==> config.mk <==
export PLATFORM = sky130hd
export DESIGN_NAME = trpe_lane
export DESIGN_NICKNAME = d
export VERILOG_FILES = /design/src/hdl/tile_row_palette_expander_core_defines.svh /design/src/hdl/trpe_pkg.sv /design/src/hdl/trpe_lane.sv
export SDC_FILE = /design/constraint.sdc
export NUM_CORES = 1
export LEC_CHECK = 0
export BUFFER_PORTS_ARGS = -buffer_cell sky130_fd_sc_hd__clkbuf_2
export CELL_PAD_IN_SITES_DETAIL_PLACEMENT = 1
export CELL_PAD_IN_SITES_GLOBAL_PLACEMENT = 1
export CORE_ASPECT_RATIO = 1.4
export CORE_UTILIZATION = 55
export CTS_CLUSTER_SIZE = 12
export DETAILED_ROUTE_END_ITERATION = 6
export PLACE_DENSITY = 0.86
export SLEW_MARGIN = 20
export SYNTH_ARGS = -nofsm -noshare
export SYNTH_HDL_FRONTEND = slang
export SYNTH_SLANG_ARGS = --single-unit
==> constraint.sdc <==
create_clock -name clk -period 7.5 [get_ports clk]
set_clock_uncertainty 0.2 [all_clocks]
set_input_delay 0.75 -clock clk [delete_from_list [all_inputs] [get_ports clk]]
set_output_delay 0.75 -clock clk [all_outputs]
set_load 0.02 [all_outputs]
==> src/hdl/tile_row_palette_expander_core_defines.svh <==
// assertion macros shared by the row expander
`ifndef TILE_ROW_PALETTE_EXPANDER_CORE_DEFINES_SVH
`define TILE_ROW_PALETTE_EXPANDER_CORE_DEFINES_SVH
`ifndef ASSERT_OFF
// same-cycle implication
`define ASSERT_IMPLY(label, clk, rst_n, ante, cons, msg) \
    label: assert property (@(posedge clk) disable iff (!rst_n) (ante) |-> (cons)) \
        else $error(msg);
// next-cycle implication
`define ASSERT_NEXT(label, clk, rst_n, ante, cons, msg) \
    label: assert property (@(posedge clk) disable iff (!rst_n) (ante) |=> (cons)) \
        else $error(msg);
`else
`define ASSERT_IMPLY(label, clk, rst_n, ante, cons, msg)
`define ASSERT_NEXT(label, clk, rst_n, ante, cons, msg)
`endif
`endif

==> src/hdl/trpe_pkg.sv <==
`default_nettype none

package trpe_pkg;

    // request operations
    typedef enum logic [1:0] {
        OP_TILE_WRITE   = 2'd0,
        OP_COLOUR_WRITE = 2'd1,
        OP_EXPAND       = 2'd2,
        OP_NONE         = 2'd3
    } op_t;

    // fixed palette selections
    localparam logic [2:0] PAL_CGA  = 3'd4;
    localparam logic [2:0] PAL_GREY = 3'd5;

    localparam int TILE_ADDR_W    = 14;
    localparam int COLOUR_ENTRIES = 64;
    localparam int COLOUR_ADDR_W  = 6;
    localparam int LANES          = 8;

    localparam logic [23:0] GEN_WHITE  = 24'hE0E0E0;
    localparam logic [23:0] FULL_WHITE = 24'hFFFFFF;

    typedef logic [23:0] pixel_t;

    // colour memory write request broadcast to every lane
    typedef struct packed {
        logic                     en;
        logic [COLOUR_ADDR_W-1:0] addr;
        logic [15:0]              data;
    } colour_wr_t;

    // pixel position of each nibble, low nibble first
    localparam logic [2:0] NIBBLE_SLOT [LANES] = '{
        3'd3, 3'd2, 3'd1, 3'd0, 3'd7, 3'd6, 3'd5, 3'd4
    };

    // fixed cga colour table
    function automatic pixel_t cga_colour(input logic [3:0] nib);
        pixel_t c;
        case (nib)
            4'd0:    c = 24'h000000;
            4'd1:    c = 24'hAA0000;
            4'd2:    c = 24'h00AA00;
            4'd3:    c = 24'hAAAA00;
            4'd4:    c = 24'h0000AA;
            4'd5:    c = 24'hAA00AA;
            4'd6:    c = 24'h0055AA;
            4'd7:    c = 24'hAAAAAA;
            4'd8:    c = 24'h555555;
            4'd9:    c = 24'hFF5555;
            4'd10:   c = 24'h55FF55;
            4'd11:   c = 24'hFFFF55;
            4'd12:   c = 24'h5555FF;
            4'd13:   c = 24'hFF55FF;
            4'd14:   c = 24'h55FFFF;
            4'd15:   c = 24'hFFFFFF;
            default: c = 24'h000000;
        endcase
        return c;
    endfunction

    // colour entry decode with white lift
    function automatic pixel_t decode_entry(input logic [15:0] e);
        pixel_t c;
        c = {e[11:8], 4'h0, e[7:4], 4'h0, e[3:0], 4'h0};
        if (c == GEN_WHITE)
        begin
            c = FULL_WHITE;
        end
        return c;
    endfunction

endpackage

`default_nettype wire

==> src/hdl/trpe_lane.sv <==
`default_nettype none

module trpe_lane
    import trpe_pkg::*;
(
    input  wire logic                      clk,
    input  wire colour_wr_t                colour_wr,
    input  wire logic [COLOUR_ENTRIES-1:0] entry_valid,
    input  wire logic                      rd_en,
    input  wire logic [3:0]                nibble,
    input  wire logic [2:0]                palette,
    output pixel_t                         colour
);

    logic [15:0]               colour_mem [COLOUR_ENTRIES];
    logic [15:0]               rd_data_reg;
    logic                      rd_hit_reg;
    logic [3:0]                nibble_reg;
    logic [COLOUR_ADDR_W-1:0]  rd_idx;
    logic [15:0]               entry;

    // palettes six and seven wrap onto lines two and three
    assign rd_idx = {palette[1:0], nibble};

    // local copy of the colour memory, written flags shared across lanes
    always_ff @(posedge clk)
    begin
        if (colour_wr.en)
        begin
            colour_mem[colour_wr.addr] <= colour_wr.data;
        end
        if (rd_en)
        begin
            rd_data_reg <= colour_mem[rd_idx];
            rd_hit_reg  <= entry_valid[rd_idx];
            nibble_reg  <= nibble;
        end
    end

    // palette select
    assign entry = rd_hit_reg ? rd_data_reg : 16'h0;

    always_comb
    begin
        case (palette)
            PAL_CGA:  colour = cga_colour(nibble_reg);
            PAL_GREY: colour = {6{nibble_reg}};
            default:  colour = decode_entry(entry);
        endcase
    end

endmodule

`default_nettype wire

==> summary.md, run 1 <==
| Metric | Value |
|---|---|
| Run status | `complete, no violations` |
| Syn avg cell area | `between 20 and 25 µm²` |
| Max FFs per register | `768` |
| First-pass GRT wire length | `between 100000 and 150000 µm` |
| Startpoint Class | `input port` |
| Required time of the critical path | `6550 ps` |
| Antenna cells | `0` |
| Setup crit end kind | `primary output` |
| Setup Buffers After CTS | `0` |
| Clock buffer depth | `3` |
| Fmax | `0.2622 GHz` |
| Clk slew on worst S/H paths | `60 ps` |
| Synth top area share | `0.7604` |
| P_int | `between 7000 and 8000 µW` |
| Initial antenna violation count | `1` |
| Yosys reg bits | `790` |
| P per Cell Area | `256.5 nW/µm²` |
| Grt total ovfl | `0` |
| Async SR Flop Fraction | `0` |
| Switching pwr | `1863 µW` |
| Switch share | `0.2100` |
| Post-synth net total | `between 1500 and 2000` |
| Hold Fails Final Rpt | `0` |
| Post-synth top cells | `edfxtp_1, mux4_2, a22oi_1` |
| Core area | `55520 µm²` |
| Post-Route WL | `77220 µm` |
| Post-DP HPWL | `45880 µm` |
| Dominant cells by area after synthesis | `edfxtp_1, mux4_2, a22oi_1, mux2i_1, nor2_1` |
| Final hold slack | `359.9 ps` |
| Slew HR | `0.2195` |
| Num CTS Buffers | `76` |
| Worst Path Max Fanout | `13` |
| Vias in the first global route | `16880` |
| Register area share after synthesis | `0.7636` |
| Die Width | `between 200 and 250 µm` |
| Minimum clock period | `3814 ps` |
| Ports | `120` |
| Flop2flop setup slack | `5140 ps` |
| DRC violation count after routing | `0` |
| Post-route design area | `34580 µm²` |
| Post-synth EDFFs | `785` |
| Crit Path Category | `in -> out` |
| RSZ-0062 raised after global routing | `false` |
| Post-route ant nets | `0` |
| Clock sinks | `790` |
| Maximum vdd drop | `200.7 µV` |
| CTS tree | `done` |
| Dominant synthesized flop cell | `edfxtp_1` |
| Final Slew Violations | `0` |
| P_leak | `0.01107 µW` |
| Largest net degree at the start of global routing | `110` |
| Max Cap Viol | `0` |
| CP max stage delay | `~660 ps` |
| Dpl cell area | `32420 µm²` |
| Sequential Power Share | `0.555` |
| Overall Global Routing Usage | `0.2769` |
| Routability cong. | `0.8539` |
| Final Non-Filler Cells | `around 2400` |
| Wire length per cell | `32.34 µm` |
| # hold bufs at CTS | `0` |
| Initial Util | `0.5584` |
| Post-CTS Resized | `0` |
| Synthesis-to-layout area growth | `11.53%` |
| Synthesized netlist cell count | `1488` |
| TNS Setup | `0 ps` |
| Nets | `1733` |
| IO Port Bufs | `115` |
| Cell variety after synth | `36` |
| Crit share post-route | `0.5086` |
| Number of fill cells | `4621` |
| Num rows | `just over 100` |
| Cell area after synthesis | `31000 µm²` |
| Worst-Skew Late Latency | `620 ps` |
| H-tree Lvls | `3` |
| Die footprint | `57330 µm²` |
| Max stage delay cell, worst path | `nor2b_1` |
| Layout cells sized above 1 | `0.2813` |
| Hold Crit Class | `reg -> reg` |
| Count leader, synth | `edfxtp_1` |
| Critical path arrival | `2860 ps` |
| YS warnings | `0` |
| Root buf cell | `clkbuf_16` |
| Die H | `282.9 µm` |
| Total number of vias | `15760` |
| Final setup fails | `0` |
| Placed cell count | `2287` |
| Number of DRC markers in iteration 0 | `approximately 1700` |
| Post-synth top area cell | `edfxtp_1` |
| Pin slew with the least headroom to its limit | `1171 ps` |
| CP cell instances | `clkbuf_2 -> nor2b_1 -> nor2b_1 -> nand4_1 -> nand2_1 -> a21o_1 -> clkbuf_2` |
| Comb pwr share | `0.059` |
| First drt pass iteration count | `5` |
| Clk network pwr share | `0.387` |
| DR vias/cell | `6.600` |
area by class of cell:
class / instances / area [µm²] / share of cell area
tap: 728 / 910.9 / 0.02634
inverter: 1 / 3.754 / 0.0001086
timing repair buffer: 158 / 945.9 / 0.02736
multi-input combinational: 610 / 6953 / 0.2011
clock inverter: 5 / 51.30 / 0.001484
clock buffer: 96 / 2041 / 0.05902
sequential: 790 / 23670 / 0.6846
cell families (layout without fill, tap and decap cells):
| group | after synthesis | after routing | synth area share |
|---|---|---|---|
| compound gates | 133 | 133 | 0.03096 |
| mux | 251 | 251 | 0.1546 |
| simple gates | 226 | 226 | 0.03499 |
| flops | 790 | 790 | 0.7636 |
| buf+inv | 88 | 260 | 0.01590 |
per-layer routing:
layer / global-route usage / wire length, µm / vias up
li1: - / - / 6482
met1: 0.3458 / 27210 / 8213
met2: 0.4748 / 40540 / 908
met3: 0.05349 / 6392 / 156
met4: 0.1148 / 3074 / 2
met5: 0 / 13 / -
power by group through the flow:
stage	logic (µW)	registers [µW]	clock network (µW)
after global routing	548	4920	3590
after global placement	483	5010	0
after floorplan	294	5000	0
after CTS	517	4920	3460
final	520	4920	3430
after detailed placement	510	5010	0
cells in the final DEF (no fill, tap or decap), drive strengths merged, types with 2 or more instances in the layout:
| cell type | Yosys | layout |
|---|---|---|
| edfxtp | 785 | 785 |
| clkbuf | 32 | 208 |
| mux4 | 182 | 182 |
| a22oi | 90 | 90 |
| mux2i | 67 | 67 |
| nor2 | 67 | 67 |
| nand2 | 60 | 60 |
| buf | 55 | 46 |
| nand3 | 43 | 43 |
| o21ai | 23 | 23 |
| nor2b | 14 | 14 |
| and4 | 13 | 13 |
| a41oi | 12 | 12 |
| and2 | 7 | 7 |
| nand2b | 5 | 5 |
| a21o | 5 | 5 |
| dfxtp | 5 | 5 |
| nand4 | 4 | 4 |
| nor3 | 4 | 4 |
| clkinv | 0 | 3 |
| mux2 | 2 | 2 |
| or3 | 2 | 2 |
| nand3b | 2 | 2 |
| inv | 1 | 2 |
stage by stage:
| step | util | power (µW) | setup slack, ps |
|---|---|---|---|
| after global placement | 0.5833 | 5489 | 3352 |
| after floorplan | - | 5294 | 4560 |
| after CTS | 0.6217 | 8893 | 3720 |
| after detailed placement | 0.5840 | 5520 | 3297 |
| final | 0.6229 | 8870 | 3686 |
| after global routing | 0.6229 | 9058 | 3357 |
worst paths after layout:
kind | from | to | cells past startpoint
min reg2reg | nibble_reg[0]$_DFFE_PP_ | register | 1
max reg2reg | colour_mem[8][10]$_DFFE_PP_ | rd_data_reg[10]$_DFFE_PP_ | 4
max | palette[1] | colour[20] | 7
min | nibble_reg[0]$_DFFE_PP_ | register | 1
worst max-delay path, delay by kind of cell:
| family | cells | cell delay [ps] |
|---|---|---|
| AOI/OAI and AO/OA | 1 | 110 |
| buffers and inverters | 2 | 320 |
| and+or+nand+nor | 4 | 1680 |
No activity file was read; power rests on OpenSTA's default activity.
==> inputs of run 2 (changes only) <==
--- a/config.mk
+++ b/config.mk
@@ -9,10 +9,10 @@
 export CELL_PAD_IN_SITES_DETAIL_PLACEMENT = 1
 export CELL_PAD_IN_SITES_GLOBAL_PLACEMENT = 1
 export CORE_ASPECT_RATIO = 1.4
-export CORE_UTILIZATION = 55
+export CORE_UTILIZATION = 49
 export CTS_CLUSTER_SIZE = 12
 export DETAILED_ROUTE_END_ITERATION = 6
-export PLACE_DENSITY = 0.86
+export PLACE_DENSITY = 0.81
 export SLEW_MARGIN = 20
 export SYNTH_ARGS = -nofsm -noshare
 export SYNTH_HDL_FRONTEND = slang
==> constraint.sdc (replaced) <==
create_clock -name clk -period 3.5 [get_ports clk]
set_clock_uncertainty 0.2 [all_clocks]
set_input_delay 0.35 -clock clk [delete_from_list [all_inputs] [get_ports clk]]
set_output_delay 0.35 -clock clk [all_outputs]
set_load 0.02 [all_outputs]
==> run 2 against run 1 <==
  * Die area up 12%
  * First-iteration DRC count is 4.3% lower
  * Clock power increased by 110%
  * Sequential cell count unchanged
  * Critical path depth decreased by 2
  * Via count rose by 2.7%
  * Count of clock-buffer cells in the layout decreased by 2
  * Setup slack got worse by 3300 ps
  * Utilization shrank 5.8 points
  * Register-to-register slack worse by 3900 ps
  * Routed wire length rose by 4.0%
  * Power grew 110%
  * Critical path type is now reg -> out
==> summary.md, run 2 (same netlist as run 1, synthesis figures left out) <==
| Metric | Value |
|---|---|
| Run status | `complete, no violations` |
| Setup Buffers After CTS | `0 (unchanged)` |
| CP max stage delay | `460 ps (-200 ps)` |
| Pin slew with the least headroom to its limit | `1116 ps (-55.32 ps)` |
| Worst-Skew Late Latency | `620 ps (about the same)` |
| Clock sinks | `790 (unchanged)` |
| Worst path buffer plus inverter count | `1 (-1)` |
| Vias in the first global route | `17330 (+2.6%)` |
| Hold Fails Final Rpt | `0 (unchanged)` |
| Critical path arrival | `2610 ps (-250 ps)` |
| Core area | `62290 µm² (+12%)` |
| Setup crit end kind | `primary output` |
| Required time of the critical path | `2950 ps (-3600 ps)` |
| Root buf cell | `clkbuf_16` |
| Grt total ovfl | `0 (unchanged)` |
| Max stage delay cell, worst path | `nand4_1` |
| Minimum clock period | `3155 ps` |
| Hold Crit Class | `in -> reg` |
| DR vias/cell | `6.321 (-4.2%)` |
| Layout cells sized above 1 | `0.2896 (+0.008254)` |
| Routability cong. | `0.8915 (+4.4%)` |
| Max Cap Viol | `0 (unchanged)` |
| CP cell instances | `nor2b_2 -> nand4_1 -> nand2_1 -> a21o_1 -> clkbuf_2` |
| Num rows | `108 (+5.9%)` |
| P_leak | `0.01147 µW (+3.6%)` |
| P per Cell Area | `540.8 nW/µm² (+110%)` |
| Post-DP HPWL | `51080 µm (+11%)` |
| Clock buffer depth | `3 (unchanged)` |
| Number of DRC markers in iteration 0 | `1595 (-4.3%)` |
| Most used cells in the layout excluding fill and tap cells | `edfxtp_1, mux4_2, clkbuf_2` |
| Die Width | `214.6 µm (+5.9%)` |
| RSZ-0062 raised after global routing | `false` |
| Total number of vias | `16190 (+2.7%)` |
| Final Power | `19040 µW (+110%)` |
| Startpoint Class | `register` |
| First-pass GRT wire length | `117600 µm (+3.8%)` |
| Synthesis-to-layout area growth | `13.59%` |
| Maximum vdd drop | `301.1 µV (+50%)` |
| Worst Path Max Fanout | `13 (unchanged)` |
| Antenna cells | `0 (unchanged)` |
| First drt pass iteration count | `5 (unchanged)` |
| CTS tree | `done` |
| Slew HR | `0.2563 (+0.03688)` |
| Initial Util | `0.4977 (-0.06077)` |
| Crit Path Category | `reg -> out` |
| Largest net degree at the start of global routing | `58 (-47%)` |
| Final hold slack | `17.22 ps (-342.7 ps)` |
| Final setup fails | `0 (unchanged)` |
| Initial antenna violation count | `2 (+1)` |
| Fmax | `0.3169 GHz` |
| Post-Route WL | `80340 µm (+4.0%)` |
| Overall Global Routing Usage | `0.2559 (-0.02103)` |
| Die footprint | `64290 µm² (+12%)` |
| Commonest non-fill, non-tap cell in the layout | `edfxtp_1` |
| Crit share post-route | `0.9015` |
| Wire length per cell | `31.36 µm (-3.0%)` |
| TNS Setup | `0 ps (unchanged)` |
| Final Slew Violations | `0 (unchanged)` |
| # hold bufs at CTS | `0 (unchanged)` |
| IO Port Bufs | `115 (unchanged)` |
| Die H | `299.6 µm (+5.9%)` |
| Clk slew on worst S/H paths | `60 ps (about the same)` |
| DRC violation count after routing | `0 (unchanged)` |
| Num CTS Buffers | `77 (+1.3%)` |
| H-tree Lvls | `3 (unchanged)` |
| Post-route ant nets | `0 (unchanged)` |
| Nets | `1805 (+4.2%)` |
| CP top delay family | `simple AND/OR/NAND/NOR gates` |
| Max FFs per register | `768 (unchanged)` |
| Ports | `120 (unchanged)` |
-- run 2: cell types whose count changed in the layout (fill, tap and decap cells not counted), sizes merged --
cell | before | now
clkbuf | 208 | 207
clkinv | 3 | 9
buf | 46 | 116
inv | 2 | 5
bufinv | 1 | 0
-- run 2: metrics by stage --
step | cell area [µm²] | utilization | instances | setup WS [ps]
6_report | 35220 | 0.5653 | 2562 | 344.6
5_1_grt | 35220 | 0.5653 | 2562 | 175.1
3_3_place_gp | 33120 | 0.5317 | 2455 | 445.8
4_1_cts | 35210 | 0.5653 | 2562 | 6.954
3_5_place_dp | 33120 | 0.5317 | 2455 | 355.7
2_1_floorplan | 31000 | - | 1488 | 960.1
-- run 2: timing repair --
action                                 CTS  global route
endpoints found under the hold margin    0             0
setup endpoints to repair                0             1
gates resized for setup                  0             1
-- run 2: path summary, 6_finish.rpt --
check	from	to	slack [ps]	depth (start not counted)
worst max-delay path	rd_hit_reg$_DFFE_PP_	colour[20]	340	5
worst min-delay path	nibble[0]	nibble_reg[0]$_DFFE_PP_	20	1
worst max register to register	colour_mem[6][1]$_DFFE_PP_	rd_data_reg[1]$_DFFE_PP_	1190	4
worst min register to register	nibble_reg[2]$_DFFE_PP_	register	330	1
-- run 2: worst reg2reg max path, delay by kind of cell, from the launching register on --
kind               cells  cell delay, ps
muxes                  1             520
AOI/OAI and AO/OA      1             490
and+or+nand+nor        2             470
DFF                    1             400
-- run 2: area by class of cell --
class                           instances  area (µm²)
Multi-Input combinational cell        610        6862
Sequential cell                       790       23670
Clock buffer                           94        2012
Tap cell                              825        1032
Clock inverter                         13       82.58
Fill cell                            5396       27080
Timing Repair Buffer                  229        1551
Inverter                                1       3.754
-- run 2: layer usage --
metal	share of wire	GRT usage	wire (µm)
met1	0.36	0.3121	28780
met2	0.52	0.4481	41930
met3	0.079	0.04769	6341
met4	0.041	0.1085	3269
met5	0.00014	0	11
-- run 2: power breakdown --
part           internal (µW)  switching (µW)  total [µW]
Clock                   4020            3320        7340
Combinational            430             731        1160
Sequential             10500            41.5       10500
==> inputs of run 3 (changes only) <==
--- a/config.mk
+++ b/config.mk
@@ -8,11 +8,13 @@
 export BUFFER_PORTS_ARGS = -buffer_cell sky130_fd_sc_hd__clkbuf_2
 export CELL_PAD_IN_SITES_DETAIL_PLACEMENT = 1
 export CELL_PAD_IN_SITES_GLOBAL_PLACEMENT = 1
-export CORE_ASPECT_RATIO = 1.4
+export CORE_ASPECT_RATIO = 2
 export CORE_UTILIZATION = 49
 export CTS_CLUSTER_SIZE = 12
 export DETAILED_ROUTE_END_ITERATION = 6
+export HOLD_SLACK_MARGIN = 0.03
 export PLACE_DENSITY = 0.81
+export SKIP_CTS_REPAIR_TIMING = 1
 export SLEW_MARGIN = 20
 export SYNTH_ARGS = -nofsm -noshare
 export SYNTH_HDL_FRONTEND = slang
==> run 3 against run 2 <==
  * The run now ends with design-rule violations left
  * Clock power down 0.8%
  * Routed wire length up 2.5%
  * Sequential power about the same
==> summary.md, run 3 (same netlist as run 1, synthesis figures left out) <==
| Metric | Value |
|---|---|
| Vias in the first global route | `17260 (-0.39%)` |
| Crit Path Category | `reg -> out` |
| Final Non-Filler Cells | `2525 (-1.4%)` |
| Synthesis-to-layout area growth | `13.55% (about the same)` |
| Root buf cell | `clkbuf_16` |
| DRC violation count after routing | `14 (+14)` |
| Routability cong. | `0.9102 (+2.1%)` |
| Setup crit end kind | `primary output` |
| Post-route setup slack | `141.6 ps (-203.0 ps)` |
| Max FFs per register | `768 (unchanged)` |
| Clock buffer depth | `3 (unchanged)` |
| Final Slew Violations | `0 (unchanged)` |
| Most frequent CP cell | `nand4_1` |
| Antenna cells | `0 (unchanged)` |
| TNS Setup | `0 ps (unchanged)` |
| Placed cell count | `2424 (-1.3%)` |
| Maximum vdd drop | `401.0 µV (+33%)` |
| CP cell instances | `nand4_1 -> nor4_1 -> nand4_1 -> nand2_2 -> a21o_1 -> clkbuf_2` |
| Num rows | `130 (+20%)` |
| Most used cells in the layout excluding fill and tap cells | `edfxtp_1, mux4_2, buf_4` |
| Run status | `finished with violations` |
| Slew HR | `0.2349 (-0.02145)` |
| Post-route ant nets | `0 (unchanged)` |
| Die H | `357.7 µm (+19%)` |
| Clock sinks | `790 (unchanged)` |
| RSZ-0062 raised after global routing | `false` |
| Post-DP HPWL | `54280 µm (+6.3%)` |
| Setup WS pre-CTS | `291.0 ps (-64.65 ps)` |
| Hold Crit Class | `in -> reg` |
| Post-Route WL | `82380 µm (+2.5%)` |
| First-pass GRT wire length | `118800 µm (+1.0%)` |
| DR vias/cell | `6.379 (+0.93%)` |
| Num CTS Buffers | `76 (-1.3%)` |
| CTS tree | `done` |
| Startpoint Class | `register` |
| Initial Util | `0.4951 (-0.002605)` |
| P per Cell Area | `539.9 nW/µm² (-0.15%)` |
| Die footprint | `64340 µm² (about the same)` |
| Minimum clock period | `3358 ps (+203.0 ps)` |
| Required time of the critical path | `2950 ps (about the same)` |
| CP max stage delay | `480 ps (+20 ps)` |
| Initial antenna violation count | `0 (-2)` |
| Largest net degree at the start of global routing | `65 (+12%)` |
| Hold Fails Final Rpt | `0 (unchanged)` |
| Core area | `62620 µm² (+0.53%)` |
| Number of DRC markers in iteration 0 | `1959 (+23%)` |
| Pin slew with the least headroom to its limit | `1148 ps (+32.17 ps)` |
| Crit share post-route | `0.9595 (+0.05800)` |
| IO Port Bufs | `115 (unchanged)` |
| Die Width | `179.9 µm (-16%)` |
| Worst-Skew Late Latency | `630 ps (about the same)` |
| Wire length per cell | `32.62 µm (+4.0%)` |
| H-tree Lvls | `3 (unchanged)` |
| Critical path arrival | `2810 ps (+200 ps)` |
| Worst Path Max Fanout | `10 (-3)` |
| P_leak | `0.01147 µW (about the same)` |
| First drt pass iteration count | `7 (+2)` |
| Grt total ovfl | `0 (unchanged)` |
| Final setup fails | `0 (unchanged)` |
| Final Power | `19010 µW (-0.19%)` |
| Commonest non-fill, non-tap cell in the layout | `edfxtp_1` |
| Ports | `120 (unchanged)` |
| Failing checks | `design-rule violations` |
| Total number of vias | `16110 (-0.53%)` |
| Overall Global Routing Usage | `0.2619 (+0.005994)` |
| Max stage delay cell, worst path | `nand4_1` |
| Nets | `1806 (+0.055%)` |
| Layout cells sized above 1 | `0.2931 (+0.003554)` |
| Final hold slack | `61.08 ps (+43.86 ps)` |
| Clk slew on worst S/H paths | `60 ps (about the same)` |
| Fmax | `0.2978 GHz (-6.0%)` |
| Max Cap Viol | `0 (unchanged)` |
run 3: routing by layer:
| metal | part of all wire | vias up | track usage |
|---|---|---|---|
| met5 | 0 | - | 0 |
| li1 | - | 6619 | - |
| met1 | 0.34 | 8482 | 0.2944 |
| met4 | 0.053 | 0 | 0.1348 |
| met3 | 0.068 | 196 | 0.03950 |
| met2 | 0.54 | 811 | 0.4821 |
run 3: area by class of cell:
type,instances,area [µm²]
Fill cell,5386,27420
Sequential cell,790,23670
Multi-Input combinational cell,610,6863
Clock buffer,92,1993
Timing Repair Buffer,231,1609
Tap cell,792,991.0
Clock inverter,9,71.32
Inverter,1,3.754
run 3: path summary, 6_finish.rpt:
kind / start / cells after the start / slack [ps] / end
worst max-delay path: rd_data_reg[3]$_DFFE_PP_ / 6 / 140 / colour[20]
worst min register to register: nibble_reg[2]$_DFFE_PP_ / 1 / 310 / register
worst max register to register: colour_mem[8][11]$_DFFE_PP_ / 4 / 1220 / rd_data_reg[11]$_DFFE_PP_
worst min-delay path: colour_wr[16] / 2 / 60 / colour_mem[32][6]$_DFFE_PP_
run 3: power breakdown:
| part | internal (µW) | leakage [µW] | switching [µW] |
|---|---|---|---|
| Combinational | 438 | 0.00335 | 757 |
| Clock | 3990 | 0.00100 | 3290 |
| Sequential | 10500 | 0.00712 | 36.7 |
run 3: critical path: cells and delay by family (launching register included):
kind | cells | cell delay [ps]
buf+inv | 1 | 210
compound gates | 1 | 230
simple gates | 4 | 1300
flops | 1 | 440
run 3: stage by stage:
stage / cell area, µm² / util
final: 35200 / 0.5622
after global routing: 35200 / 0.5622
after CTS: 35200 / 0.5620
after detailed placement: 33130 / 0.5291
after global placement: 33130 / 0.5291
after floorplan: 31000 / -
